--- src/spm_pkg.sv ---
// Shared types, constants and tables of the pair-round matcher.
package spm_pkg;

  localparam int RoundCount = 57;
  localparam int DiffWord   = 9;
  localparam int CfgIdxW    = 2;

  // Configuration register indexes
  localparam logic [CfgIdxW-1:0] CFG_FILL_WORD = 2'd0;
  localparam logic [CfgIdxW-1:0] CFG_DIFF_BIT  = 2'd1;

  localparam logic [31:0] FILL_RESET = 32'hFFFF_FFFF;
  localparam logic [4:0]  DIFF_RESET = 5'd7;

  // Round constants
  localparam logic [31:0] K_TABLE [64] = '{
    32'h428a2f98, 32'h71374491, 32'hb5c0fbcf, 32'he9b5dba5,
    32'h3956c25b, 32'h59f111f1, 32'h923f82a4, 32'hab1c5ed5,
    32'hd807aa98, 32'h12835b01, 32'h243185be, 32'h550c7dc3,
    32'h72be5d74, 32'h80deb1fe, 32'h9bdc06a7, 32'hc19bf174,
    32'he49b69c1, 32'hefbe4786, 32'h0fc19dc6, 32'h240ca1cc,
    32'h2de92c6f, 32'h4a7484aa, 32'h5cb0a9dc, 32'h76f988da,
    32'h983e5152, 32'ha831c66d, 32'hb00327c8, 32'hbf597fc7,
    32'hc6e00bf3, 32'hd5a79147, 32'h06ca6351, 32'h14292967,
    32'h27b70a85, 32'h2e1b2138, 32'h4d2c6dfc, 32'h53380d13,
    32'h650a7354, 32'h766a0abb, 32'h81c2c92e, 32'h92722c85,
    32'ha2bfe8a1, 32'ha81a664b, 32'hc24b8b70, 32'hc76c51a3,
    32'hd192e819, 32'hd6990624, 32'hf40e3585, 32'h106aa070,
    32'h19a4c116, 32'h1e376c08, 32'h2748774c, 32'h34b0bcb5,
    32'h391c0cb3, 32'h4ed8aa4a, 32'h5b9cca4f, 32'h682e6ff3,
    32'h748f82ee, 32'h78a5636f, 32'h84c87814, 32'h8cc70208,
    32'h90befffa, 32'ha4506ceb, 32'hbef9a3f7, 32'hc67178f2
  };

  // Initial hash value, a through h
  localparam logic [31:0] IV_TABLE [8] = '{
    32'h6a09e667, 32'hbb67ae85, 32'h3c6ef372, 32'ha54ff53a,
    32'h510e527f, 32'h9b05688c, 32'h1f83d9ab, 32'h5be0cd19
  };

  // Working state of one message: hv[0] is a ... hv[7] is h;
  // win[0] is the schedule word of the current round, win[15] the newest.
  typedef struct packed {
    logic [7:0][31:0]  hv;
    logic [15:0][31:0] win;
  } spm_lane_t;

  // One finished item
  typedef struct packed {
    logic [31:0] cand;
    logic [31:0] a_first;
    logic [31:0] a_second;
    logic        eligible;
  } spm_res_t;

endpackage

--- src/spm_outbuf.sv ---
// Output register with one skid entry behind the round chain.
module spm_outbuf import spm_pkg::*; (
  input  logic     clk_i,
  input  logic     rst_ni,
  input  logic     last_valid_i,
  input  spm_res_t last_res_i,
  input  logic     out_ready_i,
  output logic     out_valid_o,
  output spm_res_t out_res_o,
  output logic     room_o
);

  logic     out_v_q, out_v_d;
  spm_res_t out_q, out_d;
  logic     sk_v_q, sk_v_d;
  spm_res_t sk_q, sk_d;
  logic     arrive;
  logic     take;

  // Chain moves only while the skid entry is free
  assign room_o = !sk_v_q;
  assign arrive = room_o && last_valid_i;
  assign take   = out_v_q && out_ready_i;

  always_comb begin
    out_v_d = out_v_q;
    out_d   = out_q;
    sk_v_d  = sk_v_q;
    sk_d    = sk_q;
    if (take) begin
      if (sk_v_q) begin
        out_d  = sk_q;
        sk_v_d = 1'b0;
      end else if (arrive) begin
        out_d = last_res_i;
      end else begin
        out_v_d = 1'b0;
      end
    end else if (!out_v_q) begin
      if (arrive) begin
        out_v_d = 1'b1;
        out_d   = last_res_i;
      end
    end else if (arrive) begin
      // Output stalled: park the arriving item
      sk_v_d = 1'b1;
      sk_d   = last_res_i;
    end
  end

  always_ff @(posedge clk_i or negedge rst_ni) begin
    if (!rst_ni) begin
      out_v_q <= 1'b0;
      sk_v_q  <= 1'b0;
    end else begin
      out_v_q <= out_v_d;
      sk_v_q  <= sk_v_d;
    end
  end

  always_ff @(posedge clk_i) begin
    out_q <= out_d;
    sk_q  <= sk_d;
  end

  assign out_valid_o = out_v_q;
  assign out_res_o   = out_q;

endmodule

--- config.mk ---
export PLATFORM = sky130hd
export DESIGN_NAME = spm_outbuf
export DESIGN_NICKNAME = d
export VERILOG_FILES = /design/src/spm_pkg.sv /design/src/spm_outbuf.sv
export SDC_FILE = /design/constraint.sdc
export NUM_CORES = 1
export LEC_CHECK = 0
export CAP_MARGIN = 10
export CELL_PAD_IN_SITES_DETAIL_PLACEMENT = 0
export CELL_PAD_IN_SITES_GLOBAL_PLACEMENT = 1
export CORE_UTILIZATION = 44
export CTS_CLUSTER_SIZE = 16
export DETAILED_ROUTE_END_ITERATION = 12
export DONT_BUFFER_PORTS = 1
export GPL_TIMING_DRIVEN = 0
export PLACE_DENSITY_LB_ADDON = 0.1
export SKIP_CTS_REPAIR_TIMING = 1
export SYNTH_ARGS = -nofsm -noshare
export SYNTH_HDL_FRONTEND = slang
export SYNTH_SLANG_ARGS = --single-unit
--- constraint.sdc ---
create_clock -name clk_i -period 9.9 [get_ports clk_i]
set_clock_uncertainty 0.1 [all_clocks]
set_input_delay 0.99 -clock clk_i [delete_from_list [all_inputs] [get_ports clk_i]]
set_output_delay 0.99 -clock clk_i [all_outputs]
set_load 0.02 [all_outputs]
==> impl_results.md, run 1 <==
- Largest net degree at the start of global routing: 59
- Ys Warns: 0
- Post-Route WL: 17.4 mm
- PortBufs: 0
- Setup violations, final: 0
- Crit share post-route: between 20% and 30%
- Syn Nets: approximately 630
- GPL Wtd Cong: ~0.75
- Max_slew headroom: 40.1%
- Top Ports: 200
- Antenna viol nets, final: 0
- Number of global-route vias before repair: around 4400
- Max-cap violations: 0
- Fill cells: between 1500 and 2000
- Post-route setup slack: 7.00 ns
- Core area: 17900 um^2
- Met1 usage: a little under a quarter
- Worst-margin pin slew: around 0.90 ns
- NumNets Final: between 600 and 700
- Reg2reg path depth: 4
- Initial Util: ~45%
- Crit path DAT: ~2.9 ns
- Post-DR wirelength/cell: roughly 22 um
- Crit end category: flip-flop
- Initial antenna violation count: 0
- Share of layout cells above drive strength 1: around a tenth
- Leakage: roughly 3.3 nW
- Ranking of synthesized cells by area: edfxtp_1 73%, mux2i_1 12%, o21ai_0 5.1%, nand2_1 4.5%, buf_6 1.7%
- Reg-to-Reg Start: out_valid_o
- Reg2Reg Setup Slack: about 7.0 ns
- Setup TNS Final: 0 ns
- Syn Area/Cell: approximately 15 um^2
- DR vias/cell: ~5.4
- GR peak layer: met2
- Status: finished clean
- DR vias: between 4000 and 5000
- Global Route Usage Sum: a little under a fifth
- Die width: between 100 and 150 um
- Root buffer cell: clkbuf_16
- Most frequent cells in the layout: 194 x edfxtp_1, 97 x mux2i_1, 97 x nand2_1, 82 x o21ai_0, 17 x clkbuf_16
- Met3 Use GR: 7.81%
- Worst R2R End: sk_q[46]
- Total gr overflow: 0
- Die ar.: 18800 um^2
- Endpoints failing hold: 0
- Max Slew Vio Count: 0
- Fmax achieved: between 300 and 400 MHz
- Die Y: about 140 um
- Clk slew on worst S/H paths: approximately 0.070 ns
- Unrepaired setup endpoints after global routing: no
- Drt first pass iters: 4
- FP Rows: 49
- Area Growth Syn to Fin: 11.3%
- Peak supply drop: around 0.12 mV
- Clk buf depth: 2
- Startpoint Class: input port
- Synthesis-stage register bit count: roughly 200
- Clock Latency Late Sink: ~0.42 ns
- Post-synth cell types: 19
- Post-layout min period: ~2.9 ns
- Kind of critical path: in -> reg
- Critical path startpoint: out_ready_i
- Netlist Area Pre-Place: 8020 um^2
- Mapped Cells: roughly 530
- Met2 Resource Use GR: ~30%
- Req. time, crit path: 9.91 ns
- PwrDens: between 300 and 400 nW/um^2
- Seq/Total Area, Yosys: 73.3%
- Synth area leader: edfxtp_1
- Total CTS buffers: 17
- Clock tree from TritonCTS: built
- CTS sink count: just under 200
- HPWL after DPL: around 11 mm
- Largest fanout on the critical path: 58
- DR iter-0 viols: between 200 and 300
- H-tree level count: 4
- Hold crit path type: in -> async
- # DRC: 0
- Synth top area share: around 73%
- Post-place setup slack: 6.48 ns
- Most common cell after layout, fill and taps aside: edfxtp_1
- Ant. Diodes: 0
- First-pass GRT wire length: roughly 25 mm
[worst max-delay path by stage]
stage	endpoint	slack [ns]
2_1_floorplan	sk_q[0]	1.61
3_3_place_gp	sk_q[52]	-6.13
3_5_place_dp	sk_q[49]	6.48
4_1_cts	sk_q[44]	6.90
5_1_grt	sk_q[44]	6.81
6_report	sk_q[46]	7.00
[synthesized netlist by cell type]
library cell / n
a21oi_1: 2
and3_1: 1
buf_12: 1
buf_2: 5
buf_4: 5
buf_6: 12
buf_8: 1
clkbuf_1: 8
clkbuf_2: 1
dfrtp_1: 2
edfxtp_1: 194
inv_1: 1
mux2i_1: 97
nand2_1: 97
nand2b_1: 2
nand3b_4: 1
nor2_1: 1
o21ai_0: 82
o21ai_1: 15
[kinds of logic (layout without fill, tap and decap cells)]
family	count (synthesis)	in the layout	synth area share [%]
DFF	196	196	73.3
buffers and inverters	34	70	3.39
AOI/OAI and AO/OA	99	99	6.18
and+or+nand+nor	102	102	5.07
muxes	97	97	12.1
[cell type report]
| type | instances | area, um^2 | share of cell area (%) |
|---|---|---|---|
| Sequential cell | 196 | 5880 | 65.8 |
| Multi-Input combinational cell | 298 | 1890 | 21.1 |
| Clock buffer | 19 | 433 | 4.85 |
| Tap cell | 229 | 287 | 3.21 |
| Buffer | 33 | 268 | 3.00 |
| Timing Repair Buffer | 4 | 87.6 | 0.981 |
| Clock inverter | 13 | 85.1 | 0.953 |
| Inverter | 1 | 3.75 | 0.0420 |
[power by group]
| group | switching, W | internal, W |
|---|---|---|
| registers | 0.000445 | 0.00130 |
| clock network | 0.000299 | 0.000320 |
| logic | 0.000328 | 0.000236 |
[routing by layer]
metal	share of wire (%)	wire (um)	vias up
met5	0	0	-
met4	1.0	180	0
met3	9.9	1720	10
met2	48	8290	135
met1	41	7210	2130
li1	-	-	2016
[through the flow]
step / power (W) / hold slack, ns / instance area [um^2] / util, % / instances
global route: 0.00306 / 0.139 / 8930 / 49.9 / 793
detailed placement: 0.00233 / 0.408 / 8410 / 47.0 / 761
global placement: 0.00233 / 0.400 / 8310 / 46.4 / 757
finish: 0.00292 / 0.159 / 8930 / 49.9 / 793
CTS: 0.00296 / 0.137 / 8930 / 49.9 / 793
floorplan: 0.00213 / 0.396 / 8020 / - / 528
[registers in the layout (all words and copies together) (netlist names)]
| signal | flops |
|---|---|
| out_valid_o | 1 |
| sk_v_q | 1 |
| sk_q | 97 |
| out_res_o | 97 |
[critical path: stages]
cell and delay, ns:
nand2b_4 0.55, buf_16 0.42, nor2_4 0.62, buf_12 0.30
Power figures use the tool's default switching activity.
==> run 2: changes to the inputs <==
- clock period: 9.9 -> 2.55 ns (I/O delays scaled with it)
==> run 2 against run 1 <==
Net effect:
- global-route usage barely moved
- combinational power rose to 4.2 times the previous value
- die area did not move
- sequential cell count did not move
- critical endpoint is now sk_q[54]
==> impl_results.md, run 2 (synthesized netlist as in run 1, its figures left out) <==
- Hold path cells: 2
- HPWL after DPL: 11.4 mm (was 11.5 mm)
- Largest fanout on the critical path: 23 (was 58)
- CTS sink count: 196 (unchanged)
- PortBufs: 0 (unchanged)
- Root buffer cell: clkbuf_16 (unchanged)
- Clk slew on worst S/H paths: 0.07 ns (about the same)
- Pint: 0.00745 W (was 0.00185 W)
- Ant. Diodes: 0 (unchanged)
- Status: finished clean (unchanged)
- Crit path cell chain: nand2b_1, buf_6, buf_8, buf_12, nor2_4, buf_12, buf_12 (was nand2b_4, buf_16, nor2_4, buf_12)
- Top Ports: 200 (unchanged)
- Largest net degree at the start of global routing: 56 (was 59)
- Initial Util: 44.8% (unchanged)
- Req. time, crit path: 2.58 ns (was 9.91 ns)
- Post-DR wirelength/cell: 20.4 um (was 21.9 um)
- # DRC: 0 (unchanged)
- Max-cap violations: 0 (unchanged)
- Core area: 17900 um^2 (unchanged)
- PwrDens: 1170 nW/um^2 (was 328 nW/um^2)
- DR iter-0 viols: 281 (was 262)
- Unrepaired setup endpoints after global routing: no (unchanged)
- Die width: 137 um (unchanged)
- Clock Latency Late Sink: 0.43 ns (was 0.42 ns)
- Fill cells: 1502 (was 1589)
- Clk buf depth: 2 (unchanged)
- CP Buf/Inv Count: 5 (was 2)
- NetSw: 0.00432 W (was 0.00107 W)
- Kind of critical path: reg -> reg (was in -> reg)
- Number of global-route vias before repair: 4389 (was 4401)
- Leakage: 3.80 nW (was 3.33 nW)
- Reg2Reg Setup Slack: 0.13 ns (was 7.00 ns)
- Die ar.: 18800 um^2 (unchanged)
- CP max stage cell: nor2_4 (unchanged)
- Worst R2R End: sk_q[54] (was sk_q[46])
- Setup TNS Final: 0 ns (unchanged)
- Initial antenna violation count: 0 (unchanged)
- Finished Cell Area: 10000 um^2 (was 8930 um^2)
- Die Y: 137 um (unchanged)
- Sequential Power Share: 57.4% (was 59.5%)
- Post-route setup slack: 0.134 ns (was 7.00 ns)
- Drt first pass iters: 4 (unchanged)
- Total CTS buffers: 17 (unchanged)
- Endpoints failing hold: 0 (unchanged)
- H-tree level count: 4 (unchanged)
- Antenna viol nets, final: 0 (unchanged)
- FP Rows: 49 (unchanged)
- Global Route Usage Sum: 18.4% (about the same)
- Area Growth Syn to Fin: 25.0% (was 11.3%)
- Post-place setup slack: -0.133 ns (was 6.48 ns)
- Clock share of power: 22.4% (was 21.2%)
- Final core utilization: 56.0% (was 49.9%)
- Crit share post-route: between 90 and 100%
- First-pass GRT wire length: 25.3 mm (about the same)
- Total gr overflow: 0 (unchanged)
- NumNets Final: 755 (was 652)
- Placed cell count: 762 (was 761)
- Most frequent cells in the layout: 194 x edfxtp_1, 101 x dlygate4sd3_1, 97 x mux2i_1, 97 x nand2_1, 82 x o21ai_0 (was 194 x edfxtp_1, 97 x mux2i_1, 97 x nand2_1, 82 x o21ai_0, 17 x clkbuf_16)
- Hold path start: last_res_i[86]
- Hold crit path type: in -> reg (was in -> async)
- Crit end category: flip-flop (unchanged)
- WHS Endpoint: out_res_o[86]
- Crit path DAT: 2.45 ns (was 2.92 ns)
- Switching share of power: 36.7% (about the same)
- Reg2reg path depth: 7 (was 4)
- DR vias: 4784 (was 4291)
- Max Slew Vio Count: 0 (unchanged)
- Worst-margin pin slew: 0.735 ns (was 0.898 ns)
- Clock tree from TritonCTS: built (unchanged)
- Peak supply drop: 0.522 mV (was 0.124 mV)
- Max incr delay on CP: 0.47 ns (was 0.62 ns)
- Post-layout min period: between 2 and 2.5 ns
- Crit path max-delay family: buffers and inverters (was simple AND/OR/NAND/NOR gates)
- Post-Route WL: 18.3 mm (was 17.4 mm)
- Most frequent CP cell: buf_12
- Startpoint Class: flip-flop (was input port)
- Reg-to-Reg Start: sk_v_q (was out_valid_o)
- Comb power frac: 20.2% (was 19.3%)
- DR vias/cell: 5.34 (was 5.41)
- Setup violations, final: 0 (unchanged)
- Non-filler cells, final: 896 (was 793)
- GPL Wtd Cong: 0.738 (was 0.748)
- Fmax achieved: between 400 and 500 MHz
- Placed inst area: 8430 um^2 (was 8410 um^2)
- Share of layout cells above drive strength 1: 9.90% (was 10.6%)
- Most common cell after layout, fill and taps aside: edfxtp_1 (unchanged)
- Max_slew headroom: 50.9% (was 40.1%)
[run 2: changes by cell type in the layout (fill, tap and decap cells not counted), moves of 2 or more]
cell,delta
dlygate4sd3_1,+101
clkinv_2,-2
clkinv_4,+2
clkinvlp_4,-2
clkbuf_1,-2
inv_8,+4
[run 2: worst max path at each step]
stage,from,to,slack [ns],depth (start not counted)
final,sk_v_q,sk_q[54],0.13,7
after global routing,sk_v_q,sk_q[66],0.04,7
after CTS,sk_v_q,sk_q[60],-0.17,7
after detailed placement,sk_v_q,sk_q[53],-0.13,7
after global placement,out_valid_o,sk_q[51],-2.06,2
after floorplan,out_valid_o,sk_q[0],-0.66,2
[run 2: worst reg2reg max path, delay by kind of cell (launching register included)]
family                 cells  cell delay (ns)
flip-flops                 1             0.41
buffers and inverters      5             0.96
AND/OR/NAND/NOR            2             0.63
[run 2: metrics by stage]
stage          hold WS, ns  power (W)
5_1_grt           -0.00419     0.0123
2_1_floorplan       -0.141    0.00822
3_3_place_gp        -0.140    0.00892
6_report          0.000272     0.0118
4_1_cts             -0.605     0.0117
3_5_place_dp        -0.140    0.00907
[run 2: layout make-up]
| type | instances | area [um^2] | area share [%] |
|---|---|---|---|
| Clock inverter | 15 | 149 | 1.49 |
| Sequential cell | 196 | 5880 | 58.6 |
| Timing Repair Buffer | 106 | 1120 | 11.2 |
| Tap cell | 229 | 287 | 2.86 |
| Clock buffer | 17 | 425 | 4.24 |
| Inverter | 1 | 3.75 | 0.0375 |
| Buffer | 33 | 268 | 2.67 |
| Multi-Input combinational cell | 299 | 1890 | 18.9 |
[run 2: routing by layer]
layer / GRT usage (%) / routed length [um] / vias up / part of all wire [%]
li1: - / - / 2232 / -
met1: 22.1 / 7650 / 2377 / 42
met2: 29.2 / 8860 / 162 / 48
met3: 8.52 / 1600 / 13 / 8.8
met4: 6.04 / 197 / 0 / 1.1
met5: 0 / 0 / - / 0
[run 2: power groups by stage]
stage / Combinational [W] / Clock, W / Sequential [W]
after floorplan: 0.00168 / 0 / 0.00654
after global placement: 0.00207 / 0 / 0.00685
after detailed placement: 0.00225 / 0 / 0.00682
after CTS: 0.00224 / 0.00269 / 0.00677
after global routing: 0.00262 / 0.00280 / 0.00688
final: 0.00238 / 0.00263 / 0.00676
